--- src/hw/rtl/mtrv_pkg.sv ---
// Shared types and constants for the Modbus TCP request validator.
`timescale 1ns / 1ps
package mtrv_pkg;

    localparam int POS_W = 9;
    localparam logic [POS_W-1:0] POS_MAX = 9'd511;

    // Verdict codes
    localparam logic [2:0] VERDICT_DROP       = 3'd0;
    localparam logic [2:0] VERDICT_READ       = 3'd1;
    localparam logic [2:0] VERDICT_WR_SINGLE  = 3'd2;
    localparam logic [2:0] VERDICT_WR_MULTI   = 3'd3;
    localparam logic [2:0] VERDICT_EXCEPTION  = 3'd4;

    // Exception codes
    localparam logic [1:0] EXC_NONE     = 2'd0;
    localparam logic [1:0] EXC_FUNCTION = 2'd1;
    localparam logic [1:0] EXC_ADDRESS  = 2'd2;
    localparam logic [1:0] EXC_VALUE    = 2'd3;

    // Function codes
    localparam logic [7:0] FC_COIL_READ     = 8'h01;
    localparam logic [7:0] FC_READ_DISCRETE = 8'h02;
    localparam logic [7:0] FC_READ_HOLDING  = 8'h03;
    localparam logic [7:0] FC_READ_INPUT    = 8'h04;
    localparam logic [7:0] FC_WRITE_COIL    = 8'h05;
    localparam logic [7:0] FC_WRITE_REG     = 8'h06;
    localparam logic [7:0] FC_WRITE_COILS   = 8'h0F;
    localparam logic [7:0] FC_WRITE_REGS    = 8'h10;
    localparam logic [7:0] FC_EXC_FLAG      = 8'h80;

    // Data areas
    localparam logic [1:0] AREA_COILS    = 2'd0;
    localparam logic [1:0] AREA_DISCRETE = 2'd1;
    localparam logic [1:0] AREA_INPUT    = 2'd2;
    localparam logic [1:0] AREA_HOLDING  = 2'd3;

    // Limits
    localparam logic [15:0] MAX_READ_BITS  = 16'd2000;
    localparam logic [15:0] MAX_READ_REGS  = 16'd125;
    localparam logic [15:0] MAX_WRITE_BITS = 16'd1968;
    localparam logic [15:0] MAX_WRITE_REGS = 16'd123;
    localparam logic [15:0] LEN_MIN        = 16'd2;
    localparam logic [15:0] LEN_MAX        = 16'd254;
    localparam logic [15:0] COIL_ON        = 16'hFF00;
    localparam logic [7:0]  UNIT_ANY_LOW   = 8'h00;
    localparam logic [7:0]  UNIT_ANY_HIGH  = 8'hFF;
    localparam logic [16:0] ADDR_SPACE     = 17'h10000;

    // Register byte addresses
    localparam logic [2:0] ADDR_UNIT_ADDRESS = 3'd0;

    // Frame fields as they stand once the current byte is captured.
    typedef struct packed {
        logic [15:0]      transaction_word;
        logic [15:0]      protocol_word;
        logic [15:0]      length_word;
        logic [7:0]       unit_byte;
        logic [7:0]       function_byte;
        logic [15:0]      start_word;
        logic [15:0]      count_word;
        logic [7:0]       byte_count_field;
        logic [POS_W-1:0] frame_bytes;
    } frame_fields_t;

    typedef struct packed {
        logic [2:0]       verdict;
        logic [1:0]       exception_code;
        logic [7:0]       function_code;
        logic [15:0]      transaction_id;
        logic [7:0]       unit_echo;
        logic [15:0]      start_address;
        logic [10:0]      item_count;
        logic [15:0]      write_value;
        logic [1:0]       data_area;
        logic             bit_access;
        logic [POS_W-1:0] frame_bytes;
    } result_t;

endpackage

--- src/hw/rtl/mtrv_capture.sv ---
// Byte counter and header field capture for one request frame.
`timescale 1ns / 1ps
module mtrv_capture (
    input  logic                  clk,
    input  logic                  rst_n,
    input  logic                  xfer,
    input  logic [7:0]            data_byte,
    input  logic                  last_byte,
    output mtrv_pkg::frame_fields_t fields
);
    import mtrv_pkg::*;

    logic [POS_W-1:0] byte_position_reg;
    frame_fields_t    stored_reg;
    frame_fields_t    fields_next;

    always_comb
    begin
        fields_next = stored_reg;
        case (byte_position_reg)
            9'd0:  fields_next.transaction_word[15:8] = data_byte;
            9'd1:  fields_next.transaction_word[7:0]  = data_byte;
            9'd2:  fields_next.protocol_word[15:8]    = data_byte;
            9'd3:  fields_next.protocol_word[7:0]     = data_byte;
            9'd4:  fields_next.length_word[15:8]      = data_byte;
            9'd5:  fields_next.length_word[7:0]       = data_byte;
            9'd6:  fields_next.unit_byte              = data_byte;
            9'd7:  fields_next.function_byte          = data_byte;
            9'd8:  fields_next.start_word[15:8]       = data_byte;
            9'd9:  fields_next.start_word[7:0]        = data_byte;
            9'd10: fields_next.count_word[15:8]       = data_byte;
            9'd11: fields_next.count_word[7:0]        = data_byte;
            9'd12: fields_next.byte_count_field       = data_byte;
            default: ;
        endcase
        fields_next.frame_bytes = (byte_position_reg == POS_MAX) ? POS_MAX
                                : byte_position_reg + 9'd1;
    end

    assign fields = fields_next;

    // Everything returns to zero after the final byte of a frame.
    always_ff @(posedge clk or negedge rst_n)
    begin
        if (!rst_n)
        begin
            byte_position_reg <= '0;
            stored_reg        <= '0;
        end
        else if (xfer)
        begin
            if (last_byte)
            begin
                byte_position_reg <= '0;
                stored_reg        <= '0;
            end
            else
            begin
                byte_position_reg <= fields_next.frame_bytes;
                stored_reg        <= fields_next;
            end
        end
    end

endmodule

--- src/hw/rtl/mtrv_check.sv ---
// Frame checks and request decode that form the verdict.
`timescale 1ns / 1ps
module mtrv_check (
    input  mtrv_pkg::frame_fields_t fields,
    input  logic [7:0]              unit_address,
    output mtrv_pkg::result_t       result
);
    import mtrv_pkg::*;

    logic [15:0] frame16;
    logic        frame_bad;
    logic [7:0]  fc;
    logic [15:0] count;
    logic [16:0] range_sum;
    logic        range_ok;
    logic        bits;
    logic [15:0] dlen;
    logic [15:0] frame_want;
    logic [1:0]  area;
    logic [1:0]  exc;
    logic [2:0]  ok_verdict;

    always_comb
    begin
        frame16   = {7'd0, fields.frame_bytes};
        frame_bad = (frame16 < 16'd8) || (fields.protocol_word != 16'd0)
                 || (fields.length_word < LEN_MIN) || (fields.length_word > LEN_MAX)
                 || (frame16 != fields.length_word + 16'd6)
                 || ((fields.unit_byte != unit_address)
                     && (fields.unit_byte != UNIT_ANY_LOW)
                     && (fields.unit_byte != UNIT_ANY_HIGH));

        fc        = fields.function_byte;
        count     = fields.count_word;
        range_sum = {1'b0, fields.start_word} + {1'b0, count};
        range_ok  = (range_sum <= ADDR_SPACE);

        case (fc) inside
            FC_COIL_READ, FC_WRITE_COIL, FC_WRITE_COILS: area = AREA_COILS;
            FC_READ_DISCRETE: area = AREA_DISCRETE;
            FC_READ_INPUT:    area = AREA_INPUT;
            default:          area = AREA_HOLDING;
        endcase

        bits       = 1'b0;
        dlen       = '0;
        frame_want = '0;
        exc        = EXC_NONE;
        ok_verdict = VERDICT_EXCEPTION;

        case (fc) inside
            FC_COIL_READ, FC_READ_DISCRETE, FC_READ_HOLDING, FC_READ_INPUT:
            begin
                bits       = (fc == FC_COIL_READ) || (fc == FC_READ_DISCRETE);
                ok_verdict = VERDICT_READ;
                if ((frame16 != 16'd12) || (count == 16'd0)
                    || (bits && count > MAX_READ_BITS)
                    || (!bits && count > MAX_READ_REGS))
                    exc = EXC_VALUE;
                else if (!range_ok)
                    exc = EXC_ADDRESS;
            end
            FC_WRITE_COIL, FC_WRITE_REG:
            begin
                bits       = (fc == FC_WRITE_COIL);
                ok_verdict = VERDICT_WR_SINGLE;
                if ((frame16 != 16'd12)
                    || (bits && count != COIL_ON && count != 16'd0))
                    exc = EXC_VALUE;
            end
            FC_WRITE_COILS, FC_WRITE_REGS:
            begin
                bits       = (fc == FC_WRITE_COILS);
                ok_verdict = VERDICT_WR_MULTI;
                // Coil data is packed eight to a byte, registers take two bytes.
                dlen       = bits ? ((count + 16'd7) >> 3) : {count[14:0], 1'b0};
                frame_want = dlen + 16'd13;
                if ((frame16 < 16'd13) || (count == 16'd0)
                    || (bits && count > MAX_WRITE_BITS)
                    || (!bits && count > MAX_WRITE_REGS))
                    exc = EXC_VALUE;
                else if (!range_ok)
                    exc = EXC_ADDRESS;
                else if (({8'd0, fields.byte_count_field} != dlen)
                         || (frame16 != frame_want))
                    exc = EXC_VALUE;
            end
            default:
                exc = EXC_FUNCTION;
        endcase

        result             = '0;
        result.frame_bytes = fields.frame_bytes;
        if (!frame_bad)
        begin
            result.transaction_id = fields.transaction_word;
            result.unit_echo      = fields.unit_byte;
            if (exc != EXC_NONE)
            begin
                result.verdict        = VERDICT_EXCEPTION;
                result.exception_code = exc;
                result.function_code  = fc | FC_EXC_FLAG;
            end
            else
            begin
                result.verdict       = ok_verdict;
                result.function_code = fc;
                result.start_address = fields.start_word;
                result.data_area     = area;
                result.bit_access    = bits;
                if (ok_verdict == VERDICT_WR_SINGLE)
                begin
                    result.item_count  = 11'd1;
                    result.write_value = count;
                end
                else
                    result.item_count = count[10:0];
            end
        end
    end

endmodule

--- src/hw/rtl/modbus_tcp_request_validator_core.sv ---
// Output: the verdict is registered when the final byte transfers and is shown from the next cycle.
// Throughput: one byte per cycle; a byte is taken whenever the result slot is
// empty or being emptied in the same cycle.
// Reset: rst_n clears the byte counter, captured fields and output valid, and
// sets unit_address to 1.
`timescale 1ns / 1ps
module modbus_tcp_request_validator_core (
    input  logic        clk,
    input  logic        rst_n,
    input  logic        in_valid,
    output logic        in_ready,
    input  logic [7:0]  data_byte,
    input  logic        last_byte,
    output logic        out_valid,
    input  logic        out_ready,
    output logic [2:0]  verdict,
    output logic [1:0]  exception_code,
    output logic [7:0]  function_code,
    output logic [15:0] transaction_id,
    output logic [7:0]  unit_echo,
    output logic [15:0] start_address,
    output logic [10:0] item_count,
    output logic [15:0] write_value,
    output logic [1:0]  data_area,
    output logic        bit_access,
    output logic [8:0]  frame_bytes,
    input  logic        psel,
    input  logic        penable,
    input  logic        pwrite,
    input  logic [2:0]  paddr,
    input  logic [31:0] pwdata,
    output logic [31:0] prdata,
    output logic        pready
);
    import mtrv_pkg::*;

    logic          in_xfer;
    logic [7:0]    unit_address_reg;
    frame_fields_t fields;
    result_t       result;
    result_t       result_reg;
    logic          out_valid_reg;

    assign in_ready = !out_valid_reg || out_ready;
    assign in_xfer  = in_valid && in_ready;
    assign pready   = 1'b1;
    assign prdata   = (paddr == ADDR_UNIT_ADDRESS) ? {24'd0, unit_address_reg} : 32'd0;

    always_ff @(posedge clk or negedge rst_n)
    begin
        if (!rst_n)
            unit_address_reg <= 8'd1;
        else if (psel && penable && pwrite && (paddr == ADDR_UNIT_ADDRESS))
            unit_address_reg <= pwdata[7:0];
    end

    mtrv_capture u_capture (
        .clk       (clk),
        .rst_n     (rst_n),
        .xfer      (in_xfer),
        .data_byte (data_byte),
        .last_byte (last_byte),
        .fields    (fields)
    );

    mtrv_check u_check (
        .fields       (fields),
        .unit_address (unit_address_reg),
        .result       (result)
    );

    always_ff @(posedge clk or negedge rst_n)
    begin
        if (!rst_n)
            out_valid_reg <= 1'b0;
        else if (in_xfer && last_byte)
            out_valid_reg <= 1'b1;
        else if (out_ready)
            out_valid_reg <= 1'b0;
    end

    always_ff @(posedge clk)
    begin
        if (in_xfer && last_byte)
            result_reg <= result;
    end

    assign out_valid      = out_valid_reg;
    assign verdict        = result_reg.verdict;
    assign exception_code = result_reg.exception_code;
    assign function_code  = result_reg.function_code;
    assign transaction_id = result_reg.transaction_id;
    assign unit_echo      = result_reg.unit_echo;
    assign start_address  = result_reg.start_address;
    assign item_count     = result_reg.item_count;
    assign write_value    = result_reg.write_value;
    assign data_area      = result_reg.data_area;
    assign bit_access     = result_reg.bit_access;
    assign frame_bytes    = result_reg.frame_bytes;

endmodule

--- config.mk ---
export PLATFORM = sky130hd
export DESIGN_NAME = modbus_tcp_request_validator_core
export DESIGN_NICKNAME = d
export VERILOG_FILES = /design/src/hw/rtl/mtrv_pkg.sv /design/src/hw/rtl/mtrv_capture.sv /design/src/hw/rtl/mtrv_check.sv /design/src/hw/rtl/modbus_tcp_request_validator_core.sv
export SDC_FILE = /design/constraint.sdc
export NUM_CORES = 1
export LEC_CHECK = 0
export BUFFER_PORTS_ARGS = -buffer_cell sky130_fd_sc_hd__buf_4
export CAP_MARGIN = 20
export CORE_UTILIZATION = 25
export DETAILED_ROUTE_END_ITERATION = 6
export GPL_TIMING_DRIVEN = 0
export MAX_ROUTING_LAYER = met4
export PLACE_DENSITY = 0.38
export SLEW_MARGIN = 20
export SYNTH_ARGS = -nofsm -noshare
export SYNTH_HDL_FRONTEND = slang
export SYNTH_HIERARCHICAL = 1
export SYNTH_SLANG_ARGS = --single-unit
--- constraint.sdc ---
create_clock -name clk -period 7.5 [get_ports clk]
set_input_delay 1.5 -clock clk [delete_from_list [all_inputs] [get_ports clk]]
set_output_delay 1.5 -clock clk [all_outputs]
set_load 0.01 [all_outputs]
==> results of run 1 <==
## report_power, final
group,internal [mW],leakage [nW],switching (mW)
logic,0.512,3.52,0.813
registers,1.39,2.51,0.108
clock network,0.860,0.469,0.558
## through the flow
stage          worst slack, ns  instances  setup TNS (ns)  power [mW]  area [sq um]
6_report                0.5561       2254               0       4.238         16410
4_1_cts                 0.2750       2252               0       4.279         16400
3_5_place_dp           0.05570       2200               0       2.828         15430
3_3_place_gp            -1.695       2194         -153.36       2.821         15290
5_1_grt                 0.1898       2252               0       4.485         16410
2_1_floorplan            1.167       1378               0       2.399         13470
## final timing paths
kind,slack (ns),to,start
setup / recovery,0.56,write_value[1]$_DFFE_PP_,u_capture/byte_position_reg[4]$_DFFE_PN0P_
hold / removal,0.48,u_capture/stored_reg[35]$_DFFE_PN0P_,u_capture/stored_reg[35]$_DFFE_PN0P_
setup reg to reg,0.56,write_value[1]$_DFFE_PP_,u_capture/byte_position_reg[4]$_DFFE_PN0P_
hold reg to reg,0.48,u_capture/stored_reg[35]$_DFFE_PN0P_,u_capture/stored_reg[35]$_DFFE_PN0P_
max in group asynchronous,5.85,unit_address_reg[0]$_DFFE_PN1P_,rst_n
min in group asynchronous,0.88,u_capture/stored_reg[76]$_DFFE_PN0P_,rst_n
## layer usage
| metal | part of all wire, % | track usage [%] | up-vias |
|---|---|---|---|
| met2 | 45 | 28.23 | 277 |
| met5 | 0 | - | - |
| li1 | - | - | 5312 |
| met3 | 4.3 | 1.953 | 52 |
| met4 | 1.7 | 4.248 | 0 |
| met1 | 49 | 26.48 | 5609 |
## critical path: stages, from the launching register on
cell	delay [ns]
dfrtp_1	0.36
clkbuf_1	0.20
nor4_4	0.52
nand4_1	0.52
clkbuf_1	0.39
mux2_2	0.39
or4_1	0.65
nor2_4	0.31
buf_2	0.27
nor2_1	0.06
a221oi_1	0.35
ha_1	0.32
xor2_1	0.14
nor4_1	0.31
o2111ai_1	0.17
or4_4	0.57
nor4_4	0.42
o221ai_2	0.26
buf_4	0.25
nor4_2	0.28
## what timing repair did
item | in CTS | in global routing
hold buffers | 0 | 0
endpoints found under the setup margin | 0 | 5
resized for setup | 0 | 1
## logic make-up (layout without fill, tap and decap cells)
family                     count (synthesis)  count (layout)  synth area share [%]
buffers and inverters                    192             378                 6.676
xor gates and xnor gates                  55              55                 3.600
muxes                                     89              89                 7.677
other                                      2              27               0.05612
DFF                                      214             214                 43.47
and+or+nand+nor                          486             486                 20.68
AOI/OAI and AO/OA                        293             293                 15.54
adders and majority gates                 24              24                 2.300
## cell usage in the layout (no fill, tap or decap), types with 16 or more instances in the layout
cell / n
conb_1: 25
nor4_1: 18
ha_1: 23
nand3b_1: 51
o2bb2ai_1: 55
a31oi_1: 16
o21ai_0: 55
a21oi_1: 42
mux2_2: 77
and2_1: 38
nand4_1: 19
xor2_1: 25
inv_1: 58
dfrtp_1: 121
nor2_1: 82
nand2b_1: 24
clkbuf_16: 29
nand3_1: 46
o221ai_1: 33
buf_4: 164
xnor2_1: 30
edfxtp_1: 92
clkbuf_1: 79
nand2_1: 109
## final cells by class
type / instances / area [sq um]
multi-input combinational: 972 / 6780
fill: 5560 / 36350
tap: 688 / 860.8
timing repair buffer: 134 / 1089
inverter: 58 / 217.7
buffer: 134 / 675.6
clock inverter: 18 / 201.4
clock buffer: 34 / 764.5
antenna: 2 / 5.005
sequential: 214 / 5817
==> results.sh, run 1 <==
export IMPL_fp_row_count=84
export IMPL_wl_per_cell_um=22.04
export IMPL_syn2layout_area_growth_pct=22.64
export IMPL_ioPinCount=178
export IMPL_worstRegToRegCells=19
export IMPL_cts_sinks=214
export IMPL_peakVddDrop_mv=0.1602
export IMPL_power_leakage_nw=6.504
export IMPL_synth_largest_area_cell="dfrtp_1"
export IMPL_gp_congestion=0.8800
export IMPL_synthTopCellsByArea="dfrtp_1 (23%), edfxtp_1 (21%), mux2_2 (6.5%)"
export IMPL_maxCapViolCount=0
export IMPL_cts_root_buf="clkbuf_16"
export IMPL_grt_max_degree=65
export IMPL_worst_setup_path_type="flop to flop"
export IMPL_post_cts_buffers=0
export IMPL_tritoncts="done"
export IMPL_slew_viol_final=0
export IMPL_cp_start_kind="flop"
export IMPL_ys_seq_elements=214
export IMPL_grt_pass1_wl_mm=73.21
export IMPL_violations="DRC"
export IMPL_largest_reg_flops=104
export IMPL_clock_path_buffers=3
export IMPL_worstMarginPinSlew_ns=1.184
export IMPL_synth_area_sq_um=13380
export IMPL_hold_ws_ns=0.4840
export IMPL_yosys_cell_count_top_type="dfrtp_1"
export IMPL_cp_required_ns=7.88
export IMPL_drtIter0Drc=901
export IMPL_ys_warn_count=6
export IMPL_grt_pass1_vias=11040
export IMPL_synth_ff_type="dfrtp_1"
export IMPL_setup_viol=0
export IMPL_crit_arrival_ns=7.32
export IMPL_grt_ovfl_total=0
export IMPL_die_h_um=233.4
export IMPL_drt_total_wl_mm=49.69
export IMPL_fin_util_pct=31.10
export IMPL_dp_hpwl_mm=36.10
export IMPL_dr_pass1_iters=7
export IMPL_synthCells=1355
export IMPL_die_x_um=233.4
export IMPL_start_util_pct=25.36
export IMPL_finalClockSkew_ns=0.01191
export IMPL_outcome="complete, but fails checks"
export IMPL_min_path_type="flop to flop"
export IMPL_groute_usage_overall_pct=18.61
export IMPL_synth_area_per_cell_sq_um=9.876
export IMPL_clk_pin_slew_ns=0.06
export IMPL_num_vias=11250
export IMPL_fp_dieArea_sq_um=54450
export IMPL_ys_seq_area_share_pct=43.47
export IMPL_core_area_sq_um=52760
export IMPL_htreeDepth=1
export IMPL_slew_headroom_pct=21.03
export IMPL_max_freq_mhz=144.0
export IMPL_synth_distinct_cells=81
export IMPL_synthArstFlopShare_pct=57.01
export IMPL_synth_edf_count=92
export IMPL_rsz0062_at_grt="false"
export IMPL_fin_crit_sh_pct=92.59
export IMPL_end_kind="flop"
export IMPL_synthTopCellsByCount="dfrtp_1 (121), nand2_1 (109), edfxtp_1 (92), nor2_1 (82), mux2_2 (77)"
export IMPL_cts_buffers_inserted=28
export IMPL_period_needed_ns=6.944
export IMPL_yosys_area_top_type_share_pct=22.63
export IMPL_portBuffers=128
export IMPL_worstPathMaxFanout=10
export IMPL_routed_via_density=4.991
export IMPL_drive_gt1_share_pct=22.83
export IMPL_power_density_nw_per_um2=258.3
export IMPL_final_net_count=1617
export IMPL_antenna_found_initial=2
export IMPL_worstSkewPairLatency_ns=0.56
export IMPL_report_final_hold_viol_count=0
export IMPL_ant_nets=0
export IMPL_post_route_drc_count=34
export IMPL_hold_depth=1
(Power assumes the default switching activity.)
==> run 2, diff against run 1 <==
--- a/config.mk
+++ b/config.mk
@@ -12,6 +12,7 @@
 export GPL_TIMING_DRIVEN = 0
 export MAX_ROUTING_LAYER = met4
 export PLACE_DENSITY = 0.38
+export REMOVE_ABC_BUFFERS = 1
 export SLEW_MARGIN = 20
 export SYNTH_ARGS = -nofsm -noshare
 export SYNTH_HDL_FRONTEND = slang
==> run 2 against run 1 <==
- the flow still finishes with violations (DRC)
- sequential share of layout area rose by 0.96 points
- global-route usage fell by 1.5 points
- sequential power barely moved
- clock power rose by 4%
- non-clock buffer count fell by 116
- flip-flop and latch count did not move
- maximum frequency fell by 0.72%
- clock skew rose by 0.0047 ns
- utilization fell by 0.82 points
- worst hold slack got worse by 0.0032 ns
- wire length fell by 7.7%
==> results.sh, run 2 (same netlist as run 1, synthesis figures left out) <==
export IMPL_wl_met1_mm=21.69
export IMPL_fin_area_sq_um=15980
export IMPL_power_leakage_nw=6.282
export IMPL_highest_layer="met4"
export IMPL_cts_sinks=214
export IMPL_drt_total_wl_mm=45.84
export IMPL_gp_congestion=0.7980
export IMPL_drtIter0Drc=747
export IMPL_cp_required_ns=7.86
export IMPL_drive_gt1_share_pct=22.51
export IMPL_rsz0062_at_grt="false"
export IMPL_routed_via_density=5.057
export IMPL_clk_pin_slew_ns=0.06
export IMPL_end_kind="flop"
export IMPL_power_switching_mw=1.437
export IMPL_finalClockSkew_ns=0.01661
export IMPL_slew_viol_final=0
export IMPL_wl_per_cell_um=21.46
export IMPL_ant_nets=0
export IMPL_grt_max_degree=78
export IMPL_min_path_type="flop to flop"
export IMPL_clock_path_buffers=3
export IMPL_post_route_drc_count=10
export IMPL_insertedDiodeCount=0
export IMPL_seq_power_share_pct=35.7
export IMPL_syn2layout_area_growth_pct=19.39
export IMPL_worstSkewPairLatency_ns=0.56
export IMPL_ctsHoldBuffers=0
export IMPL_dr_pass1_iters=7
export IMPL_switching_share_pct=34.03
export IMPL_largest_reg_flops=104
export IMPL_final_cell_mix="buf_4 (127), dfrtp_1 (121), nand2_1 (109)"
export IMPL_outcome="complete, but fails checks"
export IMPL_groute_usage_overall_pct=17.11
export IMPL_worstMarginPinSlew_ns=1.036
export IMPL_fp_dieArea_sq_um=54450
export IMPL_grt_pass1_vias=10540
export IMPL_crit_arrival_ns=7.36
export IMPL_comb_power_share_pct=29.6
export IMPL_worst_setup_path_type="flop to flop"
export IMPL_die_x_um=233.4
export IMPL_final_net_count=1501
export IMPL_p_clk_share_pct=34.7
export IMPL_dp_hpwl_mm=30.33
export IMPL_maxCapViolCount=0
export IMPL_post_cts_buffers=0
export IMPL_grt_pass1_wl_mm=68.54
export IMPL_start_util_pct=25.36
export IMPL_num_vias=10800
export IMPL_cp_start_kind="flop"
export IMPL_place_area_sq_um=14950
export IMPL_ioPinCount=178
export IMPL_violations="DRC"
export IMPL_cts_root_buf="clkbuf_16"
export IMPL_power_density_nw_per_um2=264.3
export IMPL_met2WireLength_mm=21.39
export IMPL_grt_ovfl_total=0
export IMPL_fill_cells=5522
export IMPL_peakVddDrop_mv=0.1773
export IMPL_setup_viol=0
export IMPL_fp_row_count=84
export IMPL_die_h_um=233.4
export IMPL_cts_resized_gates=0
export IMPL_core_area_sq_um=52760
export IMPL_slew_headroom_pct=30.74
export IMPL_final_common_cell="buf_4"
export IMPL_fin_crit_sh_pct=93.26
export IMPL_worstPathMaxFanout=26
export IMPL_report_final_hold_viol_count=0
export IMPL_cts_buffers_inserted=28
export IMPL_max_freq_mhz=143.0
export IMPL_antenna_found_initial=1
export IMPL_met3_length_mm=1.840
export IMPL_power_mw=4.222
export IMPL_tritoncts="done"
export IMPL_intPower_mw=2.786
export IMPL_portBuffers=128
export IMPL_htreeDepth=1
export IMPL_period_needed_ns=6.994
[run 2: power by group through the flow]
| stage | clock, mW | sequential (mW) | combinational [mW] |
|---|---|---|---|
| 6_report | 1.47 | 1.51 | 1.25 |
| 5_1_grt | 1.55 | 1.53 | 1.39 |
| 4_1_cts | 1.51 | 1.51 | 1.25 |
| 3_5_place_dp | 0 | 1.53 | 1.25 |
| 3_3_place_gp | 0 | 1.53 | 1.23 |
| 2_1_floorplan | 0 | 1.50 | 0.846 |
[run 2: cell type report]
cell class                 instances  area (sq um)  share of cell area, %
multi-input combinational        972          6822                  42.70
sequential                       214          5817                  36.41
tap                              688         860.8                  5.388
clock inverter                    11         160.2                  1.002
timing repair buffer             152          1257                  7.871
inverter                          58         217.7                  1.363
clock buffer                      41         842.1                  5.271
[run 2: critical path: stages (launching register included)]
cell and delay (ns):
dfrtp_1 0.75, inv_1 0.46, nand4_1 0.44, buf_6 0.25, mux2_2 0.44, or4_1 0.69
nor2_4 0.47, nor2_1 0.08, a221oi_1 0.39, ha_1 0.33, xor2_1 0.14, nor4_1 0.35
o2111ai_1 0.17, or4_4 0.57, nor4_4 0.51, o221ai_4 0.25, buf_16 0.22, nor4_2 0.25
[run 2: path summary, 6_finish.rpt]
kind,start,slack (ns),depth (start not counted),endpoint
worst max-delay path,u_capture/byte_position_reg[3]$_DFFE_PN0P_,0.51,17,write_value[4]$_DFFE_PP_
worst min-delay path,u_capture/stored_reg[9]$_DFFE_PN0P_,0.48,1,u_capture/stored_reg[9]$_DFFE_PN0P_
worst max register to register,u_capture/byte_position_reg[3]$_DFFE_PN0P_,0.51,17,write_value[4]$_DFFE_PP_
worst min register to register,u_capture/stored_reg[9]$_DFFE_PN0P_,0.48,1,u_capture/stored_reg[9]$_DFFE_PN0P_
max in group asynchronous,rst_n,5.87,2,u_capture/stored_reg[37]$_DFFE_PN0P_
min in group asynchronous,rst_n,0.88,1,unit_address_reg[7]$_DFFE_PN0P_
[run 2: layer usage]
metal  up-vias  track usage, %
met2       235           26.89
met1      5421           23.35
met3        44           1.880
met5         -               -
met4         0           4.310
li1       5101               -
[run 2: through the flow]
step	utilization (%)	setup slack, ns	hold slack, ns	std cells	TNS, ns
after floorplan	-	-1.726	0.4454	1244	-44.48
after global placement	27.70	-10.19	0.4627	2060	-793.73
after detailed placement	28.34	0.09757	0.4696	2082	0
after CTS	30.24	0.03945	0.4858	2134	0
after global routing	30.28	0.1110	0.4928	2136	0
final	30.28	0.5058	0.4808	2136	0
